`src/sv/spq_pkg.sv`:
```
`timescale 1ns / 1ps
`default_nettype none
// ----------------------------------------------------------------------------
// spq_pkg
// Shared constants and controller/datapath interface types for the sorted
// priority queue.
// ----------------------------------------------------------------------------
package spq_pkg;

	localparam int DEPTH_DEF          = 16;
	localparam int DATA_WIDTH_DEF     = 32;
	localparam int PRIORITY_WIDTH_DEF = 16;

	// width of the reported count field
	localparam int COUNT_OUT_W = 5;
	localparam int STATUS_W    = 2;

	localparam logic [STATUS_W-1:0] STATUS_DONE      = 2'd0;
	localparam logic [STATUS_W-1:0] STATUS_FULL      = 2'd1;
	localparam logic [STATUS_W-1:0] STATUS_EMPTY_POP = 2'd2;

	localparam logic REQ_PUSH = 1'b0;
	localparam logic REQ_POP  = 1'b1;

	localparam logic ORDER_LARGEST  = 1'b0;
	localparam logic ORDER_SMALLEST = 1'b1;

	typedef struct packed {
		logic                latch;   // capture request payload
		logic                push;    // insert captured entry
		logic                pop;     // remove head entry
		logic                load;    // load result register
		logic [STATUS_W-1:0] status;  // status code for the result
	} ctl_cmd_t;

	typedef struct packed {
		logic full;
		logic empty;
	} dp_stat_t;

endpackage
`default_nettype wire

```
`src/sv/sorted_priority_queue.sv`:
```
`timescale 1ns / 1ps
`default_nettype none
// a request is captured when accepted in the idle state; its result is registered
//   in the execute state, which waits while the previous result still waits for m_tready
// no new request is taken until the controller's single execute state that
//   follows each accepted request has completed
// the next request is taken while a result still waits on the output side
// reset clears the entry count and sets order_mode to largest-first; entry
//   storage is not cleared, so the queue is usable right after reset
// ----------------------------------------------------------------------------
// sorted_priority_queue
// Sorted-list priority queue with push/pop requests and a head/count result.
// ----------------------------------------------------------------------------
module sorted_priority_queue #(
	parameter int DEPTH          = spq_pkg::DEPTH_DEF,
	parameter int DATA_WIDTH     = spq_pkg::DATA_WIDTH_DEF,
	parameter int PRIORITY_WIDTH = spq_pkg::PRIORITY_WIDTH_DEF,
	localparam int IN_W  = ((DATA_WIDTH + PRIORITY_WIDTH + 7) / 8) * 8,
	localparam int OUT_W = ((DATA_WIDTH + PRIORITY_WIDTH + spq_pkg::COUNT_OUT_W + 7) / 8) * 8
) (
	input  wire logic                         clk,
	input  wire logic                         arst_n,
	input  wire logic                         cfg_valid,
	output logic                              cfg_ready,
	input  wire logic                         cfg_data,
	input  wire logic                         s_tvalid,
	output logic                              s_tready,
	input  wire logic [IN_W-1:0]              s_tdata,   // item_data, item_priority
	input  wire logic [0:0]                   s_tuser,   // req_type
	output logic                              m_tvalid,
	input  wire logic                         m_tready,
	output logic      [OUT_W-1:0]             m_tdata,   // head_data, head_priority, entry_count
	output logic      [spq_pkg::STATUS_W-1:0] m_tuser    // status
);
	import spq_pkg::*;

	ctl_cmd_t                  cmd;
	dp_stat_t                  stat;
	logic [DATA_WIDTH-1:0]     res_data;
	logic [PRIORITY_WIDTH-1:0] res_prio;
	logic [COUNT_OUT_W-1:0]    res_count;

	assign cfg_ready = 1'b1;

	spq_ctrl u_ctrl (
		.clk      (clk),
		.arst_n   (arst_n),
		.s_tvalid (s_tvalid),
		.s_tready (s_tready),
		.req_type (s_tuser[0]),
		.m_tvalid (m_tvalid),
		.m_tready (m_tready),
		.stat     (stat),
		.cmd      (cmd)
	);

	spq_datapath #(
		.DEPTH          (DEPTH),
		.DATA_WIDTH     (DATA_WIDTH),
		.PRIORITY_WIDTH (PRIORITY_WIDTH)
	) u_datapath (
		.clk        (clk),
		.arst_n     (arst_n),
		.in_data    (s_tdata[DATA_WIDTH-1:0]),
		.in_prio    (s_tdata[DATA_WIDTH +: PRIORITY_WIDTH]),
		.cfg_we     (cfg_valid && cfg_ready),
		.cfg_mode   (cfg_data),
		.cmd        (cmd),
		.stat       (stat),
		.res_data   (res_data),
		.res_prio   (res_prio),
		.res_count  (res_count),
		.res_status (m_tuser)
	);

	assign m_tdata = OUT_W'({res_count, res_prio, res_data});

endmodule
`default_nettype wire

```
`src/sv/spq_datapath.sv`:
```
`timescale 1ns / 1ps
`default_nettype none
// ----------------------------------------------------------------------------
// spq_datapath
// Row of sorted entry cells with per-cell compare, count, order mode and the
// result register.
// ----------------------------------------------------------------------------
module spq_datapath #(
	parameter int DEPTH          = spq_pkg::DEPTH_DEF,
	parameter int DATA_WIDTH     = spq_pkg::DATA_WIDTH_DEF,
	parameter int PRIORITY_WIDTH = spq_pkg::PRIORITY_WIDTH_DEF
) (
	input  wire logic                            clk,
	input  wire logic                            arst_n,
	input  wire logic [DATA_WIDTH-1:0]           in_data,
	input  wire logic [PRIORITY_WIDTH-1:0]       in_prio,
	input  wire logic                            cfg_we,
	input  wire logic                            cfg_mode,
	input  wire spq_pkg::ctl_cmd_t               cmd,
	output spq_pkg::dp_stat_t                    stat,
	output logic      [DATA_WIDTH-1:0]           res_data,
	output logic      [PRIORITY_WIDTH-1:0]       res_prio,
	output logic      [spq_pkg::COUNT_OUT_W-1:0] res_count,
	output logic      [spq_pkg::STATUS_W-1:0]    res_status
);
	import spq_pkg::*;

	localparam int CNT_W = $clog2(DEPTH + 1);

	logic [DATA_WIDTH-1:0]     req_data_q;
	logic [PRIORITY_WIDTH-1:0] req_prio_q;
	logic                      order_q;
	logic [CNT_W-1:0]          count_q;
	logic [CNT_W-1:0]          count_nxt;

	logic [DATA_WIDTH-1:0]     data_q   [DEPTH];
	logic [PRIORITY_WIDTH-1:0] prio_q   [DEPTH];
	logic [DATA_WIDTH-1:0]     data_nxt [DEPTH];
	logic [PRIORITY_WIDTH-1:0] prio_nxt [DEPTH];
	logic [DEPTH-1:0]          behind;
	logic [DEPTH-1:0]          behind_run;

	logic [DATA_WIDTH-1:0]          res_data_q;
	logic [PRIORITY_WIDTH-1:0]      res_prio_q;
	logic [COUNT_OUT_W-1:0]         res_count_q;
	logic [STATUS_W-1:0]            res_status_q;
	logic [CNT_W+COUNT_OUT_W-1:0]   count_ext;

	always_ff @(posedge clk) begin
		if (cmd.latch) begin
			req_data_q <= in_data;
			req_prio_q <= in_prio;
		end
	end

	always_ff @(posedge clk or negedge arst_n) begin
		if (!arst_n) begin
			order_q <= ORDER_LARGEST;
		end else if (cfg_we) begin
			order_q <= cfg_mode;
		end
	end

	// each cell decides whether the new entry goes behind its stored entry
	for (genvar i = 0; i < DEPTH; i++) begin : g_cell
		always_comb begin
			behind[i] = (CNT_W'(i) < count_q) &&
				((order_q == ORDER_SMALLEST) ? (req_prio_q > prio_q[i])
				                             : (req_prio_q < prio_q[i]));
		end

		// new entry goes behind every cell from the head up to this one
		if (i == 0) begin : g_run_head
			assign behind_run[i] = behind[i];
		end else begin : g_run_rest
			assign behind_run[i] = behind_run[i-1] && behind[i];
		end

		always_comb begin
			data_nxt[i] = data_q[i];
			prio_nxt[i] = prio_q[i];
			if (cmd.push && !behind_run[i]) begin
				if (i == 0) begin
					data_nxt[i] = req_data_q;
					prio_nxt[i] = req_prio_q;
				end else if (behind_run[(i == 0) ? 0 : i-1]) begin
					data_nxt[i] = req_data_q;
					prio_nxt[i] = req_prio_q;
				end else begin
					data_nxt[i] = data_q[(i == 0) ? 0 : i-1];
					prio_nxt[i] = prio_q[(i == 0) ? 0 : i-1];
				end
			end else if (cmd.pop && (i < DEPTH-1)) begin
				data_nxt[i] = data_q[(i < DEPTH-1) ? i+1 : i];
				prio_nxt[i] = prio_q[(i < DEPTH-1) ? i+1 : i];
			end
		end

		always_ff @(posedge clk) begin
			if (cmd.push || cmd.pop) begin
				data_q[i] <= data_nxt[i];
				prio_q[i] <= prio_nxt[i];
			end
		end
	end

	always_comb begin
		count_nxt = count_q;
		if (cmd.push) begin
			count_nxt = count_q + CNT_W'(1);
		end else if (cmd.pop) begin
			count_nxt = count_q - CNT_W'(1);
		end
	end

	always_ff @(posedge clk or negedge arst_n) begin
		if (!arst_n) begin
			count_q <= '0;
		end else begin
			count_q <= count_nxt;
		end
	end

	assign count_ext = {{COUNT_OUT_W{1'b0}}, count_nxt};

	always_ff @(posedge clk) begin
		if (cmd.load) begin
			res_data_q   <= (count_nxt != '0) ? data_nxt[0] : '0;
			res_prio_q   <= (count_nxt != '0) ? prio_nxt[0] : '0;
			res_count_q  <= count_ext[COUNT_OUT_W-1:0];
			res_status_q <= cmd.status;
		end
	end

	assign stat.full   = (count_q == CNT_W'(DEPTH));
	assign stat.empty  = (count_q == '0);
	assign res_data    = res_data_q;
	assign res_prio    = res_prio_q;
	assign res_count   = res_count_q;
	assign res_status  = res_status_q;

	a_push_grows: assert property (@(posedge clk) disable iff (!arst_n)
		cmd.push |=> count_q == $past(count_q) + CNT_W'(1))
		else $error("count did not grow on push");
	a_pop_shrinks: assert property (@(posedge clk) disable iff (!arst_n)
		cmd.pop |=> count_q == $past(count_q) - CNT_W'(1))
		else $error("count did not shrink on pop");
	a_push_room: assert property (@(posedge clk) disable iff (!arst_n)
		cmd.push |-> !stat.full)
		else $error("push into full queue");
	a_pop_nonempty: assert property (@(posedge clk) disable iff (!arst_n)
		cmd.pop |-> !stat.empty && !cmd.push)
		else $error("pop on empty queue or together with push");

endmodule
`default_nettype wire

```
`src/sv/spq_ctrl.sv`:
```
`timescale 1ns / 1ps
`default_nettype none
// ----------------------------------------------------------------------------
// spq_ctrl
// Request sequencer: accepts a request, executes it in the datapath when the
// result slot is free, and holds the result handshake.
// ----------------------------------------------------------------------------
module spq_ctrl (
	input  wire logic              clk,
	input  wire logic              arst_n,
	input  wire logic              s_tvalid,
	output logic                   s_tready,
	input  wire logic              req_type,
	output logic                   m_tvalid,
	input  wire logic              m_tready,
	input  wire spq_pkg::dp_stat_t stat,
	output spq_pkg::ctl_cmd_t      cmd
);
	import spq_pkg::*;

	localparam logic ST_IDLE = 1'b0;
	localparam logic ST_EXEC = 1'b1;

	logic state_q;
	logic req_pop_q;
	logic out_valid_q;
	logic exec;

	assign s_tready = (state_q == ST_IDLE);
	assign exec     = (state_q == ST_EXEC) && (!out_valid_q || m_tready);

	always_comb begin
		cmd.latch  = s_tvalid && s_tready;
		cmd.load   = exec;
		cmd.push   = exec && (req_pop_q == REQ_PUSH) && !stat.full;
		cmd.pop    = exec && (req_pop_q == REQ_POP) && !stat.empty;
		unique case (req_pop_q)
			REQ_PUSH: cmd.status = stat.full ? STATUS_FULL : STATUS_DONE;
			REQ_POP:  cmd.status = stat.empty ? STATUS_EMPTY_POP : STATUS_DONE;
			default:  cmd.status = STATUS_DONE;
		endcase
	end

	always_ff @(posedge clk or negedge arst_n) begin
		if (!arst_n) begin
			state_q     <= ST_IDLE;
			req_pop_q   <= REQ_PUSH;
			out_valid_q <= 1'b0;
		end else begin
			unique case (state_q)
				ST_IDLE: begin
					if (s_tvalid) begin
						state_q   <= ST_EXEC;
						req_pop_q <= req_type;
					end
				end
				ST_EXEC: begin
					if (exec) begin
						state_q <= ST_IDLE;
					end
				end
				default: state_q <= ST_IDLE;
			endcase
			if (exec) begin
				out_valid_q <= 1'b1;
			end else if (m_tready) begin
				out_valid_q <= 1'b0;
			end
		end
	end

	assign m_tvalid = out_valid_q;

	a_load_slot_free: assert property (@(posedge clk) disable iff (!arst_n)
		cmd.load |-> !out_valid_q || m_tready)
		else $error("result overwritten before it was taken");
	a_exec_once: assert property (@(posedge clk) disable iff (!arst_n)
		cmd.load |=> state_q == ST_IDLE && out_valid_q)
		else $error("execute did not complete");
	a_no_latch_busy: assert property (@(posedge clk) disable iff (!arst_n)
		cmd.latch |=> state_q == ST_EXEC && !cmd.latch)
		else $error("request captured while busy");

endmodule
`default_nettype wire

```
`config.mk`:
```
export PLATFORM = sky130hd
export DESIGN_NAME = sorted_priority_queue
export DESIGN_NICKNAME = d
export VERILOG_FILES = /design/src/sv/spq_pkg.sv /design/src/sv/sorted_priority_queue.sv /design/src/sv/spq_datapath.sv /design/src/sv/spq_ctrl.sv
export SDC_FILE = /design/constraint.sdc
export NUM_CORES = 2
export LEC_CHECK = 0
export ABC_AREA = 1
export BUFFER_PORTS_ARGS = -buffer_cell sky130_fd_sc_hd__buf_2
export CAP_MARGIN = 5
export CORE_UTILIZATION = 30
export DETAILED_ROUTE_END_ITERATION = 8
export GPL_TIMING_DRIVEN = 0
export PLACE_DENSITY = 0.43
export SLEW_MARGIN = 25
export SYNTH_ARGS = -nofsm -noshare
export SYNTH_HDL_FRONTEND = slang
export SYNTH_SLANG_ARGS = --single-unit
```
`constraint.sdc`:
```
create_clock -name clk -period 17.3 [get_ports clk]
set_input_delay 1.73 -clock clk [delete_from_list [all_inputs] [get_ports clk]]
set_output_delay 1.73 -clock clk [all_outputs]
set_load 0.01 [all_outputs]
```
==> results.json <==
{
  "ctsResizeCount": 0,
  "max_slew_margin_pct": 19.6,
  "final_hold_fails": 0,
  "seq_area_um2": 26400,
  "final.setup_skew_ns": 0.0221,
  "report.final.setup_viol": 0,
  "share_of_the_yosys_chip_area_belonging_to_registers_pct": 53.3,
  "layout.cells.non_filler": 8071,
  "worst_ep_required_time_ns": 17.60,
  "worst-setup-path-type": "register to register",
  "grt-ovfl-total": 0,
  "die_width_um": 408,
  "r2r-end": "u_datapath.prio_q[1][26]",
  "r2r.worst_path.cells": 16,
  "grt_setup_unrepaired": "no",
  "synth_async_sr_flop_share_pct": 1.02,
  "fmax_mhz": 161,
  "layout_commonest_cell": "sky130_fd_sc_hd__nand2_1",
  "worst_pin_slew_ns": 1.19,
  "tritoncts": "done",
  "launching_element_type_of_the_critical_path": "register",
  "placedCellCount": 7881,
  "placementRows": 148,
  "post_cts_buffers": 0,
  "cp_max_fo": 48,
  "post-dp-hpwl_um": 138000,
  "detail_route.wirelength_um": 165000,
  "hold_class": "register to register",
  "whs_path_depth": 2,
  "synthTopCellsByArea": "sky130_fd_sc_hd__edfxtp_1, sky130_fd_sc_hd__nand2_1, sky130_fd_sc_hd__o21ai_0",
  "first_pass_iters": 6,
  "clock_slew_seen_by_the_registers_of_the_worst_setup_and_hold_paths_ns": 0.06,
  "cp_cell_sequence": "ha_1, a21oi_1, nand2_1, a21oi_1, a21oi_1, nor2_4, nand3_1, nor2_2, nand4_2, nor2_4, nand3_1, inv_2, nor2_1, inv_1, clkbuf_1, nand2_4",
  "globalRouteTotalUtil_pct": 19.5,
  "grt_max_degree": 51,
  "grt_antenna_before_repair": 1,
  "yosys.area.top_type_share_pct": 52.9,
  "ir_worst_vdd_mv": 0.115,
  "route.antenna.remaining_nets": 0,
  "synth_edf_count": 871,
  "top_level_ports": 116,
  "nNetsFinal": 6124,
  "yosys.cell_types.count": 47,
  "die_y_um": 408,
  "max_cap_viol": 0,
  "hold_end": "u_ctrl.m_tvalid",
  "drt_iter0_drc": 3050,
  "critPathArrivalTime_ns": 6.52,
  "run_status": "complete, no violations",
  "cpPeakStageDelay_ns": 1.00,
  "worstReg2RegStart": "u_datapath.req_prio_q[11]",
  "timing_max_transition_violations_final": 0,
  "route.vias.total": 38200,
  "drcViolationCount": 0,
  "p_per_area_nw_per_um2": 221,
  "yosysTopAreaCell": "sky130_fd_sc_hd__edfxtp_1",
  "setup.worst_path.end_class": "register",
  "setup_tns_ns": 0,
  "min_from": "u_ctrl.m_tvalid",
  "grt_pass1_vias": 38400,
  "avgRoutedWirePerCell_um": 20.4,
  "fillers": 17100,
  "routability_congestion_estimate_from_global_placement": 0.885,
  "cts_made_buffers": 102,
  "hold_buffers": 0,
  "synthesis.instances": 5584,
  "ctsHtreeMaxLevel": 3,
  "syn_area_um2": 49500,
  "r2r_setup_slack_ns": 11.08,
  "post_route_cells_drive_above_1_share_pct": 6.31,
  "clock_sinks": 880,
  "syn_area_per_cell_um2": 8.86,
  "crit_top_cell": "sky130_fd_sc_hd__a21oi_1",
  "final_min_period_over_clock_period_pct": 35.9,
  "most_frequent_cells_in_the_layout": "sky130_fd_sc_hd__nand2_1, sky130_fd_sc_hd__edfxtp_1, sky130_fd_sc_hd__o21ai_0",
  "cts_buffer_depth": 3,
  "multi_input_comb_area_um2": 19800,
  "buffer_ports.inserted": 111,
  "clockRootBuffer": "sky130_fd_sc_hd__clkbuf_16",
  "area_delta_synth_final_pct": 14.1,
  "placeableCoreArea_um2": 163000,
  "postSynth.topFlopCell": "sky130_fd_sc_hd__edfxtp_1",
  "grt_first_pass_wirelength_um": 243000,
  "layout_min_cycle_time_ns": 6.22,
  "ys.warnings.count": 0,
  "floorplan.initialDensity_pct": 30.3,
  "floorplan.die_area_um2": 166000,
  "viasPerCell": 4.73,
  "timing.critical_path.slowest_stage_cell": "sky130_fd_sc_hd__edfxtp_1",
  "p_leak_nw": 22.7,
  "insertion_delay_ns": 0.72,
  "postSynthRegisterBits": 880
}
==> registers in the layout, indices dropped and copies added, names as in the netlist <==
signal and cells:
u_datapath.res_status 2, u_datapath.res_prio 16, u_datapath.prio_q 256, u_ctrl.req_pop_q 1, u_datapath.count_q 5, u_ctrl.m_tvalid 1
u_ctrl.state_q 1, u_datapath.req_data_q 32, u_datapath.order_q 1, u_datapath.res_data 32, u_datapath.res_count 5, u_datapath.req_prio_q 16
u_datapath.data_q 512
==> how the worst max path moves through the flow <==
| stage | startpoint | end | slack, ns | cells past startpoint |
|---|---|---|---|---|
| global route | u_datapath.req_prio_q[9] | u_datapath.prio_q[1][27] | 10.69 | 18 |
| CTS | u_datapath.req_prio_q[9] | u_datapath.prio_q[1][29] | 10.94 | 18 |
| detailed placement | m_tready | u_datapath.res_prio[3] | 10.46 | 13 |
| finish | u_datapath.req_prio_q[11] | u_datapath.prio_q[1][26] | 11.08 | 16 |
| floorplan | m_tready | u_datapath.data_q[1][0] | 10.79 | 6 |
| global placement | m_tready | u_datapath.data_q[1][19] | 7.25 | 7 |
==> stage by stage <==
step                      instance area [um2]  hold slack [ns]  total power, W  setup WS (ns)  util (%)
after floorplan                         49500            0.494         0.00839          10.79         -
after global placement                  52700            0.485          0.0103           7.25      32.3
after detailed placement                53100            0.496          0.0104          10.46      32.5
after CTS                               56400            0.503          0.0126          10.94      34.6
after global routing                    56400            0.533          0.0135          10.69      34.6
final                                   56400            0.502          0.0125          11.08      34.6
==> critical path, delay by kind of cell (launching register included) <==
| kind | cells | cell delay [ns] |
|---|---|---|
| fa+ha+maj | 1 | 0.41 |
| simple gates | 9 | 2.79 |
| buf+inv | 3 | 0.97 |
| flops | 1 | 1.00 |
| compound gates | 3 | 0.60 |
==> cells in the mapped netlist, types with 38 or more instances <==
| library cell | n |
|---|---|
| sky130_fd_sc_hd__a21oi_1 | 186 |
| sky130_fd_sc_hd__a31oi_1 | 204 |
| sky130_fd_sc_hd__buf_1 | 40 |
| sky130_fd_sc_hd__buf_2 | 41 |
| sky130_fd_sc_hd__clkbuf_1 | 294 |
| sky130_fd_sc_hd__edfxtp_1 | 871 |
| sky130_fd_sc_hd__ha_1 | 259 |
| sky130_fd_sc_hd__inv_1 | 478 |
| sky130_fd_sc_hd__nand2_1 | 1675 |
| sky130_fd_sc_hd__nand4_1 | 70 |
| sky130_fd_sc_hd__nor2_1 | 383 |
| sky130_fd_sc_hd__o211ai_1 | 256 |
| sky130_fd_sc_hd__o21ai_0 | 648 |
| sky130_fd_sc_hd__o21ai_1 | 38 |
==> report_power, final <==
| group | internal (W) | leakage, nW | switching, W |
|---|---|---|---|
| registers | 0.00430 | 8.34 | 0.000671 |
| logic | 0.00162 | 12.7 | 0.00371 |
| clock network | 0.00125 | 1.62 | 0.000940 |
==> routing by layer <==
metal / share of wire, % / track usage [%] / vias up
li1: - / - / 19700
met1: 47 / 27.0 / 17400
met2: 46 / 32.1 / 911
met3: 4.6 / 2.20 / 188
met4: 2.5 / 5.70 / 0
met5: 0 / 0 / -
==> area by class of cell <==
| class | instances | area share [%] |
|---|---|---|
| Antenna cell | 4 | 0.0177 |
| Clock buffer | 121 | 4.73 |
| Multi-Input combinational cell | 3822 | 35.1 |
| Buffer | 384 | 2.72 |
| Sequential cell | 880 | 46.8 |
| Inverter | 500 | 3.33 |
| Tap cell | 2175 | 4.82 |
| Timing Repair Buffer | 120 | 1.33 |
| Clock inverter | 65 | 1.16 |
==> cells by family (layout without fill, tap and decap cells) <==
logic type                 Yosys count  count (layout)  synth area share, %
and+or+nand+nor                   2197            2197                 17.4
AOI/OAI and AO/OA                 1358            1358                 15.7
buffers and inverters              884            1190                 6.90
DFF                                880             880                 53.3
adders and majority gates          259             259                 6.55
xor gates and xnor gates             3               3               0.0531
other                                2               8               0.0152
muxes                                1               1               0.0228
Note: power is estimated with default switching activity, not from simulation.
